===== config.mk =====
export PLATFORM = sky130hd
export DESIGN_NAME = tbl_div_cell
export DESIGN_NICKNAME = d
export VERILOG_FILES = /design/src/hdl/tbl_pkg.sv /design/src/hdl/tbl_div_cell.sv
export SDC_FILE = /design/constraint.sdc
export NUM_CORES = 1
export LEC_CHECK = 0
export BUFFER_PORTS_ARGS = -buffer_cell sky130_fd_sc_hd__buf_2
export CORE_AREA = 4 4 187 189
export CTS_CLUSTER_DIAMETER = 80
export DETAILED_ROUTE_END_ITERATION = 7
export DIE_AREA = 0 0 191 193
export GPL_TIMING_DRIVEN = 0
export PLACE_DENSITY_LB_ADDON = 0.3
export RECOVER_POWER = 25
export SLEW_MARGIN = 20
export SYNTH_ARGS = -nofsm -noshare
export SYNTH_HDL_FRONTEND = slang
export SYNTH_SLANG_ARGS = --single-unit

===== constraint.sdc =====
create_clock -name clk -period 12.9 [get_ports clk]
set_clock_uncertainty 0.05 [all_clocks]
set_input_delay 2.58 -clock clk [delete_from_list [all_inputs] [get_ports clk]]
set_output_delay 2.58 -clock clk [all_outputs]
set_load 0.02 [all_outputs]

===== src/hdl/tbl_pkg.sv =====
// Package for the barycentric triangle locator.
// Widths, word types and shared constants; no dependencies.
`timescale 1ns / 1ps

package tbl_pkg;

    localparam int COORD_W  = 16;
    localparam int FRAC_W   = 16;
    localparam int DIFF_W   = COORD_W + 1;
    localparam int PROD_W   = 2 * DIFF_W;
    localparam int CROSS_W  = PROD_W + 1;
    localparam int NA_W     = CROSS_W + 2;
    localparam int MAG_W    = CROSS_W;
    localparam int WGT_W    = 32;
    localparam int QUO_W    = WGT_W + 1;
    localparam int NUM_W    = MAG_W + FRAC_W;
    localparam int OVF_SH   = QUO_W - FRAC_W;
    localparam int OVF_W    = MAG_W + OVF_SH + 1;
    localparam int SUM_W    = WGT_W + 2;
    localparam int N_CELLS  = QUO_W;

    // one quotient lane: partial remainder, numerator bits still to shift in, quotient so far
    typedef struct packed {
        logic [MAG_W-1:0] rem;
        logic [QUO_W-1:0] sh;
        logic [QUO_W-1:0] quo;
        logic             neg;
        logic             ovf;
    } tbl_lane_t;

    typedef struct packed {
        logic [MAG_W-1:0] dmag;
        tbl_lane_t        lane_b;
        tbl_lane_t        lane_c;
        logic             in_tri;
        logic             degen;
    } tbl_cell_t;

endpackage


===== src/hdl/tbl_div_cell.sv =====
// One cell of the divider chain: one quotient bit for each of the B and C lanes.
// Uses tbl_pkg.
`timescale 1ns / 1ps

module tbl_div_cell
    import tbl_pkg::*;
(
    input  logic      clk,
    input  logic      rst_n,
    input  logic      in_valid,
    output logic      in_ready,
    input  tbl_cell_t in_cell,
    output logic      out_valid,
    input  logic      out_ready,
    output tbl_cell_t out_cell
);

    logic      v_reg;
    tbl_cell_t cell_reg;
    tbl_cell_t cell_next;

    function automatic tbl_lane_t step(input tbl_lane_t ln, input logic [MAG_W-1:0] d);
        tbl_lane_t         o;
        logic [MAG_W:0]    t;
        logic [MAG_W:0]    s;
        o = ln;
        t = {ln.rem, ln.sh[QUO_W-1]};
        s = t - {1'b0, d};
        o.sh = ln.sh << 1;
        if (t >= {1'b0, d})
        begin
            o.rem = s[MAG_W-1:0];
            o.quo = {ln.quo[QUO_W-2:0], 1'b1};
        end
        else
        begin
            o.rem = t[MAG_W-1:0];
            o.quo = {ln.quo[QUO_W-2:0], 1'b0};
        end
        return o;
    endfunction

    always_comb
    begin
        cell_next        = in_cell;
        cell_next.lane_b = step(in_cell.lane_b, in_cell.dmag);
        cell_next.lane_c = step(in_cell.lane_c, in_cell.dmag);
    end

    assign in_ready = !v_reg || out_ready;

    always_ff @(posedge clk or negedge rst_n)
    begin
        if (!rst_n)
            v_reg <= 1'b0;
        else if (in_ready)
            v_reg <= in_valid;
    end

    always_ff @(posedge clk)
    begin
        if (in_ready)
            cell_reg <= cell_next;
    end

    assign out_valid = v_reg;
    assign out_cell  = cell_reg;

endmodule


# [Word-level counts from Yosys, hierarchy flattened]
# Index checks and enable logic that the tools add are counted.
[totals] regBits=242 latch_bits=0 ramBits=0 rom_bits=0 input_bits=247 output_inout_bits=245 wordCells=24 n_memories=0
[classes] add_sub_neg=2 multipliers=0 n_div=0 order_cmp=2 eq_ne=0 shifts=0 muxes=4 bitwise_logic=0 reduce_logical=2
[op_table] op="$ge A36 B35 Y1" count=2
[op_table] op="$mux W35" count=2
[op_table] op="$sub A35 B35 Y35" count=2
[op_table] op="$mux W1" count=2
[op_table] op="$logic_not A1 Y1" count=1
[op_table] op="$logic_or A1 B1 Y1" count=1

# [Depth between registers and ports, before layout]
# Gate-level depths: netlist of the first run.
[depth] ltp_word=2 mapped_depth=13 depth_no_buf=12

# [Worst setup path after synthesis of the first run]
# No wires, ideal clock.
[synth_timing] kind="input to output" startpoint="input port out_ready" endpoint="output port in_ready" arrival_time_ns=8.508 required_ns=10.270 slack_ns=1.762 stages=1 n_path_buf=0 cell_sequence="nand2b_1"
[synth_between] elab_chain_cells=1
[synth_lines] item="start: declaration" line_no="tbl_div_cell.sv:14" rtl="input logic out_ready,"
[synth_lines] item="$logic_or A1 B1 Y1" line_no="tbl_div_cell.sv:50" rtl="assign in_ready = !v_reg || out_ready;"
[synth_lines] item="end: declaration" line_no="tbl_div_cell.sv:11" rtl="output logic in_ready,"
# No other way between the ends.

# [Worst setup path in the final report of the first run]
# Ends and elaborated chain as after synthesis.

==> summary.txt, run 1 <==
Floorplan
  • Die Footprint: 36900 µm²
  • Die Wd: approximately 190 µm
  • Chip Height: between 150 and 200 µm
  • Cell Rows: 67
  • Top-level port count: just under 500
  • Effective utilization at floorplan: 0.362
  • Core region area: around 33000 µm²

CTS
  • Clock input transition at the sequential cells of the worst setup and hold paths: about 0.06 ns
  • Number of buffers added for setup after CTS: 0
  • Count of cells resized by post-cts repair: 0
  • Bufs on Longest Clock Path: 3
  • CTS hold repair buffers: 0
  • H-Tree Level Count: 1
  • CTS tree: built
  • Number of sinks handled by clock tree synthesis: approximately 240
  • Clock root buffer: clkbuf_16
  • CTS Buf Count: 30
  • Worst-skew pair later-pin latency: about 0.55 ns

Logic synthesis
  • EDFF count, synth: between 200 and 250
  • Number of instances in the synthesized netlist: between 900 and 1k
  • Dominant register cell in the synthesized netlist: edfxtp_1
  • Yosys synthesis warning count: 0
  • Part of the Yosys area used for sequential elements: 0.602
  • Post-synthesis instance area: 12100 µm²
  • FFs w/ async S/R, synth: 0.00413
  • Flops & latches, synth: 242
  • Library cells used by synthesis: 62
  • Mean instance size in the synthesized netlist: approximately 12 µm²

Timing
  • Post-route setup TNS: 0 ns
  • Worst relative slew slack: -0.642
  • Slew at the pin closest to its max-slew limit: between 2 and 2.5 ns
  • Setup Viol. Count Final: 0
  • Min Clock Period, post-route: slightly below 8 ns
  • Post-route clock period utilization: 0.596
  • RSZ-0062 raised after global routing: no
  • Fin. Hold Viols: 0
  • Fmax: 0.130 GHz
  • Number of pins with negative max-slew slack in the final report: 43
  • Tightest hold margin: 1.74 ns

Critical path
  • Sort of element at the end of the critical path: primary output
  • Critical path data arrival time: approximately 5.1 ns
  • Maximum fanout count along the critical path: 57
  • Worst setup path startpoint: out_ready
  • Category of the worst setup path launch point: input pin
  • Worst r2r src: out_valid$_DFFE_PN0P_
  • Kind of critical path: input pin to primary output
  • Data required, critical path: slightly above 10 ns

Power and ir drop
  • Leakage power of the design: between 7 and 8 nW
  • Worst vdd rail ir drop: about 0.089 mV
  • PwrDens: around 150 nW/µm²

Placed design
  • Quantity of I/O buffers inserted on ports: between 400 and 500
  • Cell area reported after detailed placement: between 15000 and 20000 µm²
  • Global placer's final weighted congestion: approximately 0.91
  • HPWL after DPL: about 35000 µm
  • Placed cell count: 1937

Global routing
  • First-pass GRT wire length: around 62000 µm
  • Number of antenna violations at the first check in global routing: 13
  • Number of global-route vias before repair: just under 10k
  • Pin count of the biggest net entering global routing: 58
  • Total global-route track usage: 0.222
  • Global-route congestion overflow total: 0

Route
  • Count of nets left with antenna violations after detail routing: 0
  • Detailed-routing iteration count for the pre-antenna-repair pass: 5
  • Number of DRC violations after detailed routing: 0
  • Via count of the routed design: between 10k and 15k
  • Via density per instance: between 5 and 6
  • First DRT Iteration DRCs: 663
  • Aggregate routed wire length: approximately 44000 µm
  • Routed length per instance: about 22 µm

Cells and area
  • Post-layout nets: 1840
  • Layout cell share with drive strength beyond 1: 0.345
  • Area added between synthesis and finish: 34.1%
  • Final instance area: 16200 µm²
  • Final Instance Count excl. Fillers: roughly 2k

Status
  • Failing checks: max-capacitance violations, max-slew violations
  • Result of the run: complete, but fails checks

Min path
  • Min-Delay Path Class: input pin to asynchronous set/reset pin

Run
  • Maximum capacitance violations: 1
## report_power, final
part / switching, mW / internal [mW]
Clock: 0.338 / 0.538
Combinational: 0.347 / 0.184
Sequential: 0.0216 / 0.967
Total: 0.707 / 1.69
## placed cells by master, fill, tap and decap left out, types with 5 or more instances in the layout
cell,n
buf_2,465
edfxtp_1,241
nand2_1,93
a21oi_1,87
o21ai_0,76
ha_1,70
inv_1,57
clkbuf_1,56
nor2_1,52
clkbuf_16,31
a21o_1,30
xnor2_1,29
xor2_1,28
nor3_1,17
a211oi_1,13
o21bai_1,13
nand3_1,12
nand4_1,11
o21a_1,11
o31ai_1,10
nand2b_1,9
and3_1,9
nor2b_1,8
o211ai_1,7
o31a_1,6
and2_1,5
or3_1,5
nor4_1,5
and4_1,5
bufinv_16,5
clkinv_2,5
clkinv_1,5
## flip-flops by register name (all words and copies together) (netlist names)
register and count:
out_valid 1, out_cell 241
## worst max-delay path: stages
cell and delay (ns):
buf_2 0.07, nand2b_1 1.77, buf_16 0.33, buf_2 0.23
## cells by family after synthesis
kind of cell | synth area share
flops | 0.602
buf+inv | 0.0306
mux | 0.000934
compound gates | 0.156
other cells | 0.000311
fa+ha+maj | 0.0760
xor+xnor | 0.0414
simple gates | 0.0927
## metrics by stage
| stage | power [mW] | utilization | setup slack, ns |
|---|---|---|---|
| 2_1_floorplan | 1.34 | - | 1.76 |
| 3_3_place_gp | 1.54 | 0.452 | -1.65 |
| 3_5_place_dp | 1.54 | 0.456 | 6.40 |
| 4_1_cts | 2.42 | 0.487 | 6.40 |
| 5_1_grt | 2.50 | 0.485 | 5.02 |
| 6_report | 2.40 | 0.486 | 5.22 |
## area by class of cell
class                      count  area (µm²)
antenna                        4        10.0
sequential                   242        7260
multi-input combinational    664        4430
clock buffer                  35         791
clock inverter                20         239
inverter                      58         218
buffer                        34         151
timing repair buffer         491        2500
fill                        3117       17100
tap                          448         561
## final timing paths
check	to	slack (ns)	cells past startpoint
max in group asynchronous	out_valid$_DFFE_PN0P_	10.97	1
max reg2reg	out_cell[151]$_DFFE_PP_	9.82	3
min in group clk	out_valid$_DFFE_PN0P_	1.98	2
max	in_ready	5.22	4
min	out_valid$_DFFE_PN0P_	1.74	1
min reg2reg	out_valid$_DFFE_PN0P_	1.98	2
## metal layers
layer  routed length [µm]  part of all wire  global-route usage  vias up
li1                     -                 -                   -     4808
met4                 1170             0.027              0.0630       14
met1                17000              0.39               0.269     4759
met2                22000              0.50               0.396      417
met5                   99            0.0023                   0        -
met3                 3480             0.080              0.0560       82
## cell usage after synthesis, drive strengths merged (2+ instances only)
| library cell | instances | share of area |
|---|---|---|
| a211o | 3 | 0.0022 |
| a211oi | 13 | 0.0081 |
| a21bo | 2 | 0.0017 |
| a21boi | 4 | 0.0028 |
| a21o | 30 | 0.019 |
| a21oi | 87 | 0.036 |
| a2bb2oi | 2 | 0.0015 |
| a311o | 2 | 0.0017 |
| a311oi | 2 | 0.0020 |
| a31oi | 3 | 0.0016 |
| and2 | 5 | 0.0026 |
| and3 | 9 | 0.0047 |
| and4 | 5 | 0.0036 |
| buf | 11 | 0.0054 |
| clkbuf | 23 | 0.0072 |
| edfxtp | 241 | 0.60 |
| fa | 2 | 0.0033 |
| ha | 70 | 0.073 |
| inv | 58 | 0.018 |
| nand2 | 93 | 0.029 |
| nand2b | 9 | 0.0047 |
| nand3 | 12 | 0.0050 |
| nand4 | 11 | 0.0057 |
| nor2 | 52 | 0.016 |
| nor2b | 8 | 0.0042 |
| nor3 | 17 | 0.0071 |
| nor3b | 2 | 0.0012 |
| nor4 | 5 | 0.0026 |
| o2111ai | 4 | 0.0029 |
| o211ai | 7 | 0.0044 |
| o21a | 11 | 0.0069 |
| o21ai | 77 | 0.032 |
| o21bai | 13 | 0.0081 |
| o221ai | 3 | 0.0022 |
| o22ai | 2 | 0.0010 |
| o31a | 6 | 0.0044 |
| o31ai | 10 | 0.0062 |
| o41ai | 2 | 0.0015 |
| or2 | 3 | 0.0016 |
| or3 | 5 | 0.0026 |
| or4 | 2 | 0.0012 |
| xnor2 | 29 | 0.021 |
| xor2 | 28 | 0.020 |
No activity file was read; power rests on OpenSTA's default activity.
==> run 2: changes to the inputs <==
ABC_AREA = 1   (was unset)
CORE_AREA = 4 4 189 191   (was 4 4 187 189)
DIE_AREA = 0 0 193 195   (was 0 0 191 193)
clock period = 6.2 ns   (was 12.9 ns; I/O delays follow)
==> summary.txt, run 2 <==
Floorplan
  • Die Footprint: 37600 µm²
  • Die Wd: 193 µm
  • Effective utilization at floorplan: 0.402
  • Top-level port count: between 400 and 500
  • Cell Rows: 68
  • Chip Height: 195 µm
  • Core region area: approximately 34000 µm²

Power and ir drop
  • Sw Share: 0.315
  • Total internal power: approximately 3.4 mW
  • Leakage power of the design: approximately 9.0 nW
  • Total power: approximately 5.0 mW
  • Relative contribution of combinational cells to total power: 0.243
  • Worst vdd rail ir drop: roughly 0.34 mV
  • PwrDens: 280 nW/µm²
  • Net switching power: approximately 1.6 mW
  • Sequential Power Share: 0.411
  • Clock power share: 0.345

Global routing
  • Met3 capacity usage during global routing: 0.0568
  • Number of antenna violations at the first check in global routing: 13
  • First-pass GRT wire length: 71700 µm
  • Routing usage on met2: 0.440
  • Global-route congestion overflow total: 0
  • Pin count of the biggest net entering global routing: 95
  • Most Crowded Layer GR: met2
  • Number of global-route vias before repair: approximately 12k
  • GR Layer Usage met1: 0.290
  • Total global-route track usage: 0.250

CTS
  • CTS tree: built
  • Clock root buffer: clkbuf_16
  • Bufs on Longest Clock Path: 3
  • H-Tree Level Count: 1
  • CTS hold repair buffers: 0
  • Number of sinks handled by clock tree synthesis: approximately 240
  • Clock input transition at the sequential cells of the worst setup and hold paths: ~0.06 ns
  • Count of cells resized by post-cts repair: 0
  • Worst-skew pair later-pin latency: 0.57 ns
  • CTS Buf Count: 28
  • Number of buffers added for setup after CTS: 0

Route
  • Via count of the routed design: ~12k
  • Aggregate routed wire length: about 50000 µm
  • Count of nets left with antenna violations after detail routing: 0
  • Via density per instance: roughly 4.9
  • Detailed-routing iteration count for the pre-antenna-repair pass: 5
  • Routed length per instance: just under 20 µm
  • Number of DRC violations after detailed routing: 0
  • First DRT Iteration DRCs: between 700 and 800

Logic synthesis
  • Xor/xnor cell area share of the yosys netlist: 0.0230
  • Number of instances in the synthesized netlist: 1556
  • Fraction of the mapped netlist area in simple logic gates: 0.255
  • Post-synthesis mux area share: 0
  • Yosys synthesis warning count: 0
  • Synth top cells by count: nand2_1 (550), inv_1 (250), edfxtp_1 (241), nor2_1 (116), ha_1 (70)
  • Largest family of logic cells by synthesized area: simple AND/OR/NAND/NOR gates
  • EDFF count, synth: 241
  • Mean instance size in the synthesized netlist: between 8 and 9 µm²
  • Synth area leaders: edfxtp_1 (53%), nand2_1 (15%), inv_1 (6.8%), ha_1 (6.4%), nor2_1 (3.2%)
  • FFs w/ async S/R, synth: 0.00413
  • Proportion of netlist area held by the largest area contributor: 0.528
  • Library cells used by synthesis: 40
  • Post-synthesis instance area: ~14000 µm²
  • Top cell type by total area after synthesis: edfxtp_1
  • Dominant register cell in the synthesized netlist: edfxtp_1
  • Post-synthesis compound-gate area fraction: 0.0438
  • Flops & latches, synth: 242
  • Synth Area in Adders: 0.0668
  • Part of the Yosys area used for sequential elements: 0.530
  • Most frequent cell after synthesis: nand2_1

Timing
  • Slew at the pin closest to its max-slew limit: 0.721 ns
  • Tightest hold margin: about 0.38 ns
  • Worst relative slew slack: 0.520
  • Slack of the critical path: between 2 and 3 ns
  • Number of pins with negative max-slew slack in the final report: 0
  • Min Clock Period, post-route: about 3.6 ns
  • Post-route setup TNS: 0 ns
  • RSZ-0062 raised after global routing: no
  • Fmax: approximately 0.28 GHz
  • Fin. Hold Viols: 0
  • Setup Viol. Count Final: 0
  • Post-route clock period utilization: 0.580

Cells and area
  • Area added between synthesis and finish: 29.3%
  • Most frequent cells in the layout: nand2_1 (549), buf_2 (466), inv_1 (250), edfxtp_1 (241), nor2_1 (116)
  • FILL cells: about 3.3k
  • Layout cell share with drive strength beyond 1: 0.277
  • Register cell area after layout: between 7000 and 8000 µm²
  • Post-layout nets: between 2k and 2.5k
  • Final instance area: between 15000 and 20000 µm²
  • Most frequent standard cell in the layout excluding fill and tap cells: nand2_1
  • Multi-input gate area in the final layout: 5350 µm²
  • Number of flip-flops under the largest register name: 241

Run
  • Maximum capacitance violations: 0

Critical path
  • Data required, critical path: approximately 4.9 ns
  • Maximum fanout count along the critical path: just under 90
  • Sort of element at the end of the critical path: primary output
  • Number of cells on the worst reg-to-reg path: 3
  • Kind of critical path: input pin to primary output
  • Category of the worst setup path launch point: input pin
  • Critical path data arrival time: between 2 and 2.5 ns

Min path
  • Min-Delay Path Class: input pin to asynchronous set/reset pin

Placed design
  • Worst slack after detailed placement: 2.31 ns
  • Quantity of I/O buffers inserted on ports: ~490
  • Global placer's final weighted congestion: slightly below 1
  • HPWL after DPL: approximately 41000 µm
  • Cell area reported after detailed placement: between 15000 and 20000 µm²

Status
  • Result of the run: completed
==> run 2: cell count changes after synthesis, sizes merged, moves of 32 or more <==
cell / delta
nor2: +76
inv: +200
o21ai: -37
nand3: +64
a21oi: -32
nand2: +466
==> run 2: per-layer routing <==
| layer | routed length [µm] | up-vias |
|---|---|---|
| met4 | 2170 | 16 |
| li1 | - | 6090 |
| met3 | 3780 | 111 |
| met5 | 115 | - |
| met2 | 24200 | 439 |
| met1 | 18900 | 5766 |
==> run 2: final cells by class <==
cell class	count	area share
buffer	18	0.00833
timing repair buffer	489	0.139
sequential	242	0.410
antenna	6	0.000847
tap	455	0.0321
clock inverter	20	0.0140
clock buffer	30	0.0400
inverter	258	0.0548
multi-input combinational	1039	0.302
==> run 2: cell families (layout without fill, tap and decap cells) <==
| logic type | after synthesis | count (layout) |
|---|---|---|
| AO/OA/AOI/OAI | 110 | 110 |
| XOR/XNOR | 36 | 36 |
| adder cells (fa/ha/maj) | 72 | 72 |
| buffers and inverters | 276 | 815 |
| flip-flops | 242 | 242 |
| other | 1 | 8 |
| AND/OR/NAND/NOR | 819 | 819 |
==> run 2: power by group through the flow <==
stage | registers, mW | logic (mW) | clock network [mW]
floorplan | 2.30 | 0.530 | 0
global placement | 2.09 | 1.19 | 0
detailed placement | 2.07 | 1.21 | 0
CTS | 2.04 | 1.21 | 1.74
global route | 2.05 | 1.32 | 1.81
finish | 2.04 | 1.21 | 1.71
==> run 2: worst paths after layout <==
check / from / to / slack, ns
hold reg to reg: out_valid$_DFFE_PN0P_ / out_valid$_DFFE_PN0P_ / 1.00
hold / removal: rst_n / out_valid$_DFFE_PN0P_ / 0.38
setup reg to reg: out_valid$_DFFE_PN0P_ / out_cell[128]$_DFFE_PP_ / 3.98
setup / recovery: out_ready / in_ready / 2.60
min in group clk: in_cell[45] / out_cell[46]$_DFFE_PP_ / 0.79
max in group asynchronous: rst_n / out_valid$_DFFE_PN0P_ / 5.64
==> run 2: worst max-delay path, stage by stage <==
cell and delay, ns:
buf_2 0.10, inv_1 0.13, nand2_8 0.39, buf_2 0.35
==> run 2: per-stage QoR <==
step                std cells   util
detailed placement       2501  0.492
CTS                      2551  0.520
global route             2555  0.519
global placement         2499  0.490
floorplan                1557      -
finish                   2557  0.520
