File: config.mk
export PLATFORM = sky130hd
export DESIGN_NAME = tbl_out
export DESIGN_NICKNAME = d
export VERILOG_FILES = /design/src/hdl/tbl_pkg.sv /design/src/hdl/tbl_out.sv
export SDC_FILE = /design/constraint.sdc
export NUM_CORES = 1
export LEC_CHECK = 0
export BUFFER_PORTS_ARGS = -buffer_cell sky130_fd_sc_hd__buf_2
export CAP_MARGIN = 5
export CORE_ASPECT_RATIO = 1.5
export CORE_MARGIN = 1
export CORE_UTILIZATION = 45
export CTS_BUF_LIST = sky130_fd_sc_hd__clkbuf_4 sky130_fd_sc_hd__clkbuf_8 sky130_fd_sc_hd__clkbuf_16
export CTS_CLUSTER_DIAMETER = 200
export DETAILED_ROUTE_END_ITERATION = 16
export PLACE_DENSITY_LB_ADDON = 0.12
export SYNTH_ARGS = -nofsm -noshare
export SYNTH_HDL_FRONTEND = slang
export SYNTH_SLANG_ARGS = --single-unit
File: constraint.sdc
create_clock -name clk -period 4.12 [get_ports clk]
set_input_delay 0.412 -clock clk [delete_from_list [all_inputs] [get_ports clk]]
set_output_delay 0.412 -clock clk [all_outputs]
set_load 0.02 [all_outputs]
File: src/hdl/tbl_pkg.sv
// Package for the barycentric triangle locator.
// Widths, word types and shared constants; no dependencies.
`timescale 1ns / 1ps

package tbl_pkg;

    localparam int COORD_W  = 16;
    localparam int FRAC_W   = 16;
    localparam int DIFF_W   = COORD_W + 1;
    localparam int PROD_W   = 2 * DIFF_W;
    localparam int CROSS_W  = PROD_W + 1;
    localparam int NA_W     = CROSS_W + 2;
    localparam int MAG_W    = CROSS_W;
    localparam int WGT_W    = 32;
    localparam int QUO_W    = WGT_W + 1;
    localparam int NUM_W    = MAG_W + FRAC_W;
    localparam int OVF_SH   = QUO_W - FRAC_W;
    localparam int OVF_W    = MAG_W + OVF_SH + 1;
    localparam int SUM_W    = WGT_W + 2;
    localparam int N_CELLS  = QUO_W;

    // one quotient lane: partial remainder, numerator bits still to shift in, quotient so far
    typedef struct packed {
        logic [MAG_W-1:0] rem;
        logic [QUO_W-1:0] sh;
        logic [QUO_W-1:0] quo;
        logic             neg;
        logic             ovf;
    } tbl_lane_t;

    typedef struct packed {
        logic [MAG_W-1:0] dmag;
        tbl_lane_t        lane_b;
        tbl_lane_t        lane_c;
        logic             in_tri;
        logic             degen;
    } tbl_cell_t;

endpackage

File: src/hdl/tbl_out.sv
// Back end: sign and saturation of B and C weights, A weight, output register.
// Uses tbl_pkg.
`timescale 1ns / 1ps

module tbl_out
    import tbl_pkg::*;
(
    input  logic                    clk,
    input  logic                    rst_n,
    input  logic                    in_valid,
    output logic                    in_ready,
    input  tbl_cell_t               in_cell,
    output logic                    out_valid,
    input  logic                    out_ready,
    output logic signed [WGT_W-1:0] weight_a,
    output logic signed [WGT_W-1:0] weight_b,
    output logic signed [WGT_W-1:0] weight_c,
    output logic                    inside_res,
    output logic                    degenerate
);

    localparam logic [QUO_W-1:0] LIM = QUO_W'(1) << (WGT_W - 1);
    localparam logic signed [SUM_W-1:0] ONE = SUM_W'(1) << FRAC_W;
    localparam logic signed [SUM_W-1:0] SMAX = SUM_W'({1'b0, {(WGT_W-1){1'b1}}});
    localparam logic signed [SUM_W-1:0] SMIN = -SMAX - SUM_W'(1);

    logic v1_reg, v2_reg, ld1, ld2;
    logic signed [WGT_W-1:0] wb_reg, wc_reg, wa_reg, wb2_reg, wc2_reg;
    logic in1_reg, dg1_reg, in2_reg, dg2_reg;
    logic signed [WGT_W-1:0] wb_next, wc_next;
    logic signed [SUM_W-1:0] sum;

    function automatic logic [WGT_W-1:0] sat(input tbl_lane_t ln, input logic dg);
        logic [WGT_W-1:0] r;
        if (dg)
            r = '0;
        else if (!ln.neg)
            r = (ln.ovf || ln.quo >= LIM) ? {1'b0, {(WGT_W-1){1'b1}}} : ln.quo[WGT_W-1:0];
        else if (ln.ovf || ln.quo > LIM)
            r = {1'b1, {(WGT_W-1){1'b0}}};
        else
            r = -ln.quo[WGT_W-1:0];
        return r;
    endfunction

    assign wb_next = sat(in_cell.lane_b, in_cell.degen);
    assign wc_next = sat(in_cell.lane_c, in_cell.degen);
    assign sum     = ONE - SUM_W'(wb_reg) - SUM_W'(wc_reg);

    assign ld2      = !v2_reg || out_ready;
    assign ld1      = !v1_reg || ld2;
    assign in_ready = ld1;

    always_ff @(posedge clk or negedge rst_n)
    begin
        if (!rst_n)
        begin
            v1_reg <= 1'b0;
            v2_reg <= 1'b0;
        end
        else
        begin
            if (ld1) v1_reg <= in_valid;
            if (ld2) v2_reg <= v1_reg;
        end
    end

    always_ff @(posedge clk)
    begin
        if (ld1)
        begin
            wb_reg  <= wb_next;
            wc_reg  <= wc_next;
            in1_reg <= in_cell.in_tri;
            dg1_reg <= in_cell.degen;
        end
        if (ld2)
        begin
            wb2_reg <= wb_reg;
            wc2_reg <= wc_reg;
            in2_reg <= in1_reg;
            dg2_reg <= dg1_reg;
            if (dg1_reg)
                wa_reg <= '0;
            else if (sum > SMAX)
                wa_reg <= SMAX[WGT_W-1:0];
            else if (sum < SMIN)
                wa_reg <= SMIN[WGT_W-1:0];
            else
                wa_reg <= sum[WGT_W-1:0];
        end
    end

    assign out_valid  = v2_reg;
    assign weight_a   = wa_reg;
    assign weight_b   = wb2_reg;
    assign weight_c   = wc2_reg;
    assign inside_res = in2_reg;
    assign degenerate = dg2_reg;

endmodule

# Yosys cells after proc, flatten, opt, wreduce, memory -nomap -nowiden
# Cells that the tools add are included.
[word_totals]
output_inout_bits = 100
word_cells = 39
inputBits = 247
ff_bits = 166
[classes]
add_sub_neg = 4
n_lt_le_gt_ge = 6
mux = 8
n_reduce_logical = 9
[ops]
columns = ["op", "n"]
rows = [
  ["$mux 32", 7],
  ["$ge 33x32->1 const B", 2],
  ["$gt 33x32->1 const B", 2],
  ["$neg 32->32", 2],
  ["$gt 34x32->1 const B", 1],
  ["$lt 34x32->1 const B", 1],
  ["$sub 33x32->34", 1],
  ["$sub 18x32->33 const A", 1],
  ["$mux 31", 1],
  ["$logic_or 1x1->1", 6],
  ["$logic_not 1->1", 2],
  ["$reduce_or 2->1", 1],
]

# Depth between registers and ports, before layout
# Gate-level depths: netlist of the first run.
[depth]
ltp_word = 5
depth_mapped = 15
depth_no_buf = 14

# Least setup slack after synthesis of the first run
# Ideal clock, no wire load.
[synth_timing]
path_type = "flip-flop to flip-flop"
from = "register wb_reg[23]"
to = "register wa_reg[30] (netlist: weight_a[30]) (data pin)"
arrival_ns = 3.152
synth_period_minus_slack_ns = 3.408
setup_ns = 0.256
stages_incl_launch_ff = 14
slack_ns = 0.712
n_path_buf = 1
cell_sequence = "edfxtp_1 > inv_1 > ha_1 > ha_1 > a21o_1 > a21oi_1 > a21boi_0 > nand2_1 > o21ai_1 > nand2_1 > maj3_1 > o221a_2 > clkbuf_1 > a31o_2"
[synth_between]
elab_chain_len = 5
elab_cells_between_ends = 6
[synth_lines]
columns = ["item", "line_no", "rtl"]
rows = [
  ["from (decl)", "tbl_out.sv:28", "logic signed [WGT_W-1:0] wb_reg, wc_reg, wa_reg, wb2_reg, wc2_reg;"],
  ["from (signal assigned)", "tbl_out.sv:72", "wb_reg <= wb_next;"],
  ["$sub 18x32->33 *", "tbl_out.sv:48", "assign sum = ONE - SUM_W'(wb_reg) - SUM_W'(wc_reg);"],
  ["$sub 33x32->34 *", "tbl_out.sv:48", ""],
  ["$lt 34x32->1", "tbl_out.sv:87", "else if (sum < SMIN)"],
  ["$mux 32", "tbl_out.sv:87", ""],
  ["$mux 31 *", "tbl_out.sv:85", "else if (sum > SMAX)"],
  ["to (signal assigned)", "tbl_out.sv:86", "wa_reg <= SMAX[WGT_W-1:0];"],
  ["to (signal assigned)", "tbl_out.sv:88", "wa_reg <= SMIN[WGT_W-1:0];"],
  ["to (signal assigned)", "tbl_out.sv:90", "wa_reg <= sum[WGT_W-1:0];"],
  ["to (decl)", "tbl_out.sv:28", ""],
]
# Every way passes the cells marked *; elsewhere a longest branch is shown, timed or not.
# A chain may end at the register's enable or synchronous reset.

# Final worst setup path of the first run
[layout_timing]
from = "register wb_reg[2]"
to = "register wa_reg[26] (netlist: weight_a[26]) (data pin)"
# The elaborated chain is that of the path after synthesis.

==> impl_metrics.env, run 1 <==
export IMPL_nFillCells=2026
export IMPL_path_clk_slew_ns=0.07
export IMPL_period_share=0.956
export IMPL_antenna_found_initial=0
export IMPL_port_buffers=175
export IMPL_fp_dieW_um=124
export IMPL_antenna_left=0
export IMPL_status="complete, no violations"
export IMPL_synthCells=975
export IMPL_clk_latency_ns=0.43
export IMPL_yosysSeqAreaShare=0.499
export IMPL_cp_cell_sequence="inv_1 > ha_1 > ha_1 > a211oi_1 > o21ai_0 > a31oi_1 > o21ai_0 > a31oi_1 > o31a_1 > mux2i_1 > or4_1 > a21o_1"
export IMPL_cts_root_buf="clkbuf_16"
export IMPL_max_slew_worst_pin_slew_ns=1.15
export IMPL_synth_compound_area_frac=0.183
export IMPL_reg2reg_depth=12
export IMPL_path_class="flip-flop to flip-flop"
export IMPL_fin_crit_ns=3.94
export IMPL_synth_area_leaders="edfxtp_1, ha_1, a21o_1"
export IMPL_worst_hold_slack_ns=0.165
export IMPL_synth_distinct_cells=62
export IMPL_synthSimpleGateAreaFrac=0.156
export IMPL_setup_viol=0
export IMPL_hold_class="primary input to flip-flop"
export IMPL_slowest_delay_ns=0.53
export IMPL_syn_nets=1289
export IMPL_place_congestion=0.901
export IMPL_dp_cells=1393
export IMPL_grt_overflow=0
export IMPL_synth_area_um2=9980
export IMPL_ir_drop_uv=296
export IMPL_cts_tree="yes"
export IMPL_ys_ff_latch=166
export IMPL_start_util=0.459
export IMPL_drv_slew=0
export IMPL_p_per_area_nw_per_um2=507
export IMPL_grt_max_degree=72
export IMPL_startpoint_type="flip-flop"
export IMPL_grt_pass1_wl_um=40100
export IMPL_firstDrtPassIters=5
export IMPL_required_ns=4.31
export IMPL_yosys_area_share_xor_xnor=0.0246
export IMPL_std_cell_rows=66
export IMPL_total_power_mw=5.97
export IMPL_clock_skew_ns=0.0112
export IMPL_fin_cells=1426
export IMPL_die_h_um=184
export IMPL_wl_per_cell_um=17.9
export IMPL_diodes=0
export IMPL_vias=7922
export IMPL_max_freq_mhz=254
export IMPL_rsz0062_at_grt="false"
export IMPL_maxCapViolations=0
export IMPL_die_area_um2=22800
export IMPL_min_to="in1_reg$_DFFE_PP_"
export IMPL_drive_gt1_frac=0.210
export IMPL_synth_edf_count=164
export IMPL_maxSlewHeadroom=0.231
export IMPL_async_reset_ff_frac=0.0120
export IMPL_area_growth_pct=18.1
export IMPL_ff2ff_setup_slack_ns=0.18
export IMPL_critPathSlowestCell="or4_1"
export IMPL_path_max_fanout=3
export IMPL_synth_top_family_by_area="compound AO/OA/AOI/OAI gates"
export IMPL_core_um2=21700
export IMPL_finalHoldViolCount=0
export IMPL_min_from="in_cell[1]"
export IMPL_first_global_vias=7588
export IMPL_drc=0
export IMPL_holdPathStages=1
export IMPL_synth_fa_ha_area_frac=0.0858
export IMPL_p_leak_nw=5.08
export IMPL_netlist_area_leader_share=0.494
export IMPL_ys_warn_count=0
export IMPL_dp_hpwl_um=19700
export IMPL_postCtsSetupRepairBufs=0
export IMPL_rr_endpoint="weight_a[26]$_SDFFCE_PP0P_"
export IMPL_cp_arrival_ns=4.13
export IMPL_clock_path_buffers=2
export IMPL_ys_flop_type="edfxtp_1"
export IMPL_crit_path_end_kind="flip-flop"
export IMPL_via_per_inst=5.56
export IMPL_clock_sinks=166
export IMPL_syn_area_per_cell_um2=10.2
export IMPL_track_usage=0.233
export IMPL_nNetsFinal=1455
export IMPL_dr_first_iter_drc_count=538
export IMPL_cts_buffers=17
export IMPL_htreeDepth=4
export IMPL_synthMuxAreaShare=0.00301
export IMPL_setup_tns_ns=0
export IMPL_drt_wl_total_um=25500
export IMPL_reg2reg_from="wb_reg[2]$_SDFFCE_PP0P_"
export IMPL_yosysTopAreaCell="edfxtp_1"
export IMPL_pin_count=347
worst max-delay path: cells and delay by family (launching register included):
family / cells / cell delay [ns]
compound gates: 7 / 2.02
fa+ha+maj: 2 / 0.64
simple gates: 1 / 0.53
flops: 1 / 0.38
mux: 1 / 0.09
buf+inv: 1 / 0.06
cell usage after synthesis, types with 11 or more instances:
cell        n
clkbuf_1   40
nand2_1    52
o21a_1     11
ha_1       66
xor2_1     16
o31ai_1    17
or3_1      19
edfxtp_1  164
nor2_1     88
nor3_1     36
inv_1      86
nor3b_1    22
o21ai_0    62
a21o_1     49
nand3_1    12
xnor2_1    12
nand2b_1   12
a21oi_1    62
a31oi_1    15
a211oi_1   33
cell usage in the layout (no fill, tap or decap), drive strengths merged, types with 4 or more instances in the layout:
cell type,synthesis,routed
a211oi,34,34
a21o,49,49
a21oi,62,62
a221oi,8,8
a31oi,15,15
and2,4,4
and3,6,6
buf,5,191
clkbuf,40,17
clkinv,0,6
edfxtp,164,164
ha,66,66
inv,86,92
nand2,52,52
nand2b,12,12
nand3,12,12
nand3b,7,7
nand4,8,8
nor2,88,88
nor3,37,37
nor3b,22,22
nor4,7,7
o211ai,4,4
o21a,11,11
o21ai,63,63
o31ai,17,17
or2,6,6
or3,22,22
or4,5,5
xnor2,12,12
xor2,16,16
per-stage QoR:
| stage | utilization | instance area [um2] | setup WS, ns |
|---|---|---|---|
| after floorplan | - | 9980 | 0.712 |
| after global placement | 0.513 | 11100 | 0.228 |
| after detailed placement | 0.513 | 11100 | 0.258 |
| after CTS | 0.542 | 11800 | 0.219 |
| after global routing | 0.543 | 11800 | 0.0509 |
| final | 0.543 | 11800 | 0.179 |
where the power goes:
group / switching, mW / internal (mW)
Combinational: 1.24 / 0.762
Sequential: 0.105 / 2.23
Clock: 0.713 / 0.923
Total: 2.06 / 3.91
cells by family after synthesis:
| group | Yosys count |
|---|---|
| AO/OA/AOI/OAI | 282 |
| XOR/XNOR | 28 |
| adder cells (fa/ha/maj) | 68 |
| buffers and inverters | 131 |
| flip-flops | 166 |
| multiplexers | 3 |
| AND/OR/NAND/NOR | 297 |
cell type report:
type                            instances  area [um2]  area share
Sequential cell                       166        4970       0.422
Multi-Input combinational cell        678        4520       0.384
Timing Repair Buffer                  192        1010      0.0854
Clock buffer                           17         425      0.0361
Tap cell                              272         340      0.0289
Inverter                               86         323      0.0274
Clock inverter                         15         191      0.0162
routing by layer:
metal  vias up  wire length [um]  global-route usage
met3        29              1270              0.0319
met2       238             12600               0.398
met5         -                 0                   0
met4         0               432              0.0728
li1       3955                 -                   -
met1      3700             11200               0.302
repair_timing:
action | CTS | global route
endpoints found under the setup margin | 0 | 2
hold buffers | 1 | 0
gates resized for setup | 0 | 1
endpoints found under the hold margin | 2 | 0
worst max-delay path by stage:
stage,from,depth (start not counted),endpoint
after floorplan,wb_reg[23]$_SDFFCE_PP0P_,13,weight_a[30]$_SDFFCE_PP0P_
after global placement,wc_reg[2]$_SDFFCE_PP0P_,12,weight_a[26]$_SDFFCE_PP0P_
after detailed placement,wb_reg[2]$_SDFFCE_PP0P_,12,weight_a[26]$_SDFFCE_PP0P_
after CTS,wb_reg[2]$_SDFFCE_PP0P_,12,weight_a[26]$_SDFFCE_PP0P_
after global routing,wb_reg[2]$_SDFFCE_PP0P_,12,weight_a[26]$_SDFFCE_PP0P_
final,wb_reg[2]$_SDFFCE_PP0P_,12,weight_a[26]$_SDFFCE_PP0P_
Power figures use the tool's default switching activity.
==> inputs of run 2 (changes only) <==
--- a/config.mk
+++ b/config.mk
@@ -5,7 +5,7 @@
 export SDC_FILE = /design/constraint.sdc
 export NUM_CORES = 1
 export LEC_CHECK = 0
-export BUFFER_PORTS_ARGS = -buffer_cell sky130_fd_sc_hd__buf_2
+export BUFFER_PORTS_ARGS = -buffer_cell sky130_fd_sc_hd__clkbuf_2
 export CAP_MARGIN = 5
 export CORE_ASPECT_RATIO = 1.5
 export CORE_MARGIN = 1
==> impl_metrics.env, run 2 (synthesis gave the netlist of run 1 again) <==
export IMPL_min_from="in_cell[1]"
export IMPL_top_layer_used="met4"
export IMPL_cts_buffers=17
export IMPL_finalHoldViolCount=0
export IMPL_die_area_um2=22800
export IMPL_clock_sinks=166
export IMPL_area_growth_pct=18.0
export IMPL_startpoint_type="flip-flop"
export IMPL_antenna_left=0
export IMPL_setup_viol=0
export IMPL_grt_pass1_wl_um=40200
export IMPL_drt_wl_total_um=25800
export IMPL_fp_dieW_um=124
export IMPL_max_freq_mhz=257
export IMPL_place_congestion=0.932
export IMPL_path_clk_slew_ns=0.06
export IMPL_period_share=0.944
export IMPL_wl_met2_um=12300
export IMPL_diodes=0
export IMPL_dr_first_iter_drc_count=612
export IMPL_drv_slew=0
export IMPL_layout_commonest_cell="clkbuf_2"
export IMPL_clock_skew_ns=0.0109
export IMPL_clock_path_buffers=2
export IMPL_via_per_inst=5.63
export IMPL_cp_arrival_ns=4.19
export IMPL_wl_met3_um=1230
export IMPL_vias=8028
export IMPL_drc=0
export IMPL_start_util=0.459
export IMPL_path_max_fanout=31
export IMPL_wl_per_cell_um=18.1
export IMPL_first_global_vias=7495
export IMPL_dp_cells=1394
export IMPL_port_buffers=175
export IMPL_required_ns=4.42
export IMPL_path_class="flip-flop to flip-flop"
export IMPL_p_per_area_nw_per_um2=507
export IMPL_rsz0062_at_grt="false"
export IMPL_nNetsFinal=1456
export IMPL_track_usage=0.237
export IMPL_status="complete, no violations"
export IMPL_grt_overflow=0
export IMPL_fin_crit_ns=3.89
export IMPL_reg2reg_depth=11
export IMPL_wl_met1_um=11500
export IMPL_crit_path_end_kind="flip-flop"
export IMPL_drive_gt1_frac=0.209
export IMPL_ctsResizeCount=0
export IMPL_dp_hpwl_um=20000
export IMPL_cts_root_buf="clkbuf_16"
export IMPL_final_cell_mix="clkbuf_2, edfxtp_1, nor2_1, inv_1, ha_1"
export IMPL_min_to="in1_reg$_DFFE_PP_"
export IMPL_cts_tree="yes"
export IMPL_maxCapViolations=0
export IMPL_ff2ff_setup_slack_ns=0.23
export IMPL_firstDrtPassIters=5
export IMPL_worst_hold_slack_ns=0.159
export IMPL_fin_cells=1427
export IMPL_hold_class="primary input to flip-flop"
export IMPL_holdPathStages=1
export IMPL_pin_count=347
export IMPL_rr_endpoint="weight_a[3]$_SDFFCE_PP0P_"
export IMPL_total_power_mw=5.96
export IMPL_grt_max_degree=69
export IMPL_clk_latency_ns=0.43
export IMPL_p_leak_nw=5.09
export IMPL_setup_tns_ns=0
export IMPL_maxSlewHeadroom=0.172
export IMPL_die_h_um=184
export IMPL_core_um2=21700
export IMPL_max_slew_worst_pin_slew_ns=1.24
export IMPL_htreeDepth=4
export IMPL_antenna_found_initial=0
export IMPL_reg2reg_from="wc_reg[14]$_SDFFCE_PP0P_"
export IMPL_ir_drop_uv=316
export IMPL_std_cell_rows=66
run 2: cell types whose count changed in the layout (fill, tap and decap cells not counted), moves of 2 or more:
cell / change
buf_2: -175
clkbuf_2: +175
clkinv_1: +2
clkinv_8: -2
clkinvlp_4: +2
inv_8: -2
run 2: metal layers:
metal | GRT usage | up-vias
li1 | - | 3959
met5 | 0 | -
met3 | 0.0313 | 44
met4 | 0.107 | 0
met1 | 0.311 | 3762
met2 | 0.386 | 263
run 2: power breakdown:
part	total, mW	switching (mW)	internal [mW]
Combinational	1.99	1.24	0.756
Sequential	2.34	0.117	2.23
Clock	1.63	0.660	0.965
Total	5.96	2.01	3.95
run 2: worst max path at each step:
| stage | end | startpoint | slack [ns] | depth (start not counted) |
|---|---|---|---|---|
| 2_1_floorplan | weight_a[30]$_SDFFCE_PP0P_ | wb_reg[23]$_SDFFCE_PP0P_ | 0.71 | 13 |
| 5_1_grt | weight_a[26]$_SDFFCE_PP0P_ | wb_reg[5]$_SDFFCE_PP0P_ | 0.006 | 12 |
| 6_report | weight_a[3]$_SDFFCE_PP0P_ | wc_reg[14]$_SDFFCE_PP0P_ | 0.23 | 11 |
| 4_1_cts | weight_a[26]$_SDFFCE_PP0P_ | wb_reg[2]$_SDFFCE_PP0P_ | 0.25 | 12 |
| 3_3_place_gp | weight_a[26]$_SDFFCE_PP0P_ | wc_reg[2]$_SDFFCE_PP0P_ | 0.23 | 12 |
| 3_5_place_dp | weight_a[26]$_SDFFCE_PP0P_ | wb_reg[5]$_SDFFCE_PP0P_ | 0.28 | 12 |
run 2: timing repair:
item                      in CTS  in global routing
hold buffers                   1                  0
hold endpoints to repair       2                  0
buffers inserted               0                  0
run 2: per-stage QoR:
stage          utilization  setup WS, ns  instance area (um2)
5_1_grt              0.542       0.00562                11800
6_report             0.542         0.233                11800
4_1_cts              0.542         0.246                11800
3_3_place_gp         0.514         0.226                11200
2_1_floorplan            -         0.712                 9980
3_5_place_dp         0.514         0.280                11200
run 2: layout make-up:
| type | count | area [um2] |
|---|---|---|
| clock buffer | 18 | 433 |
| inverter | 86 | 323 |
| fill | 1993 | 9940 |
| sequential | 166 | 4970 |
| clock inverter | 14 | 175 |
| multi-input combinational | 678 | 4510 |
| timing repair buffer | 193 | 1010 |
| tap | 272 | 340 |
run 2: worst max-delay path: stages (launching register included):
cell and delay [ns]:
edfxtp_1 0.47, inv_1 0.09, ha_1 0.23, ha_1 0.41, a21oi_1 0.26, nand3b_1 0.14, a311oi_1 0.27, a21oi_1 0.20
a211oi_1 0.52, maj3_1 0.29, o221a_2 0.60, a31o_2 0.26
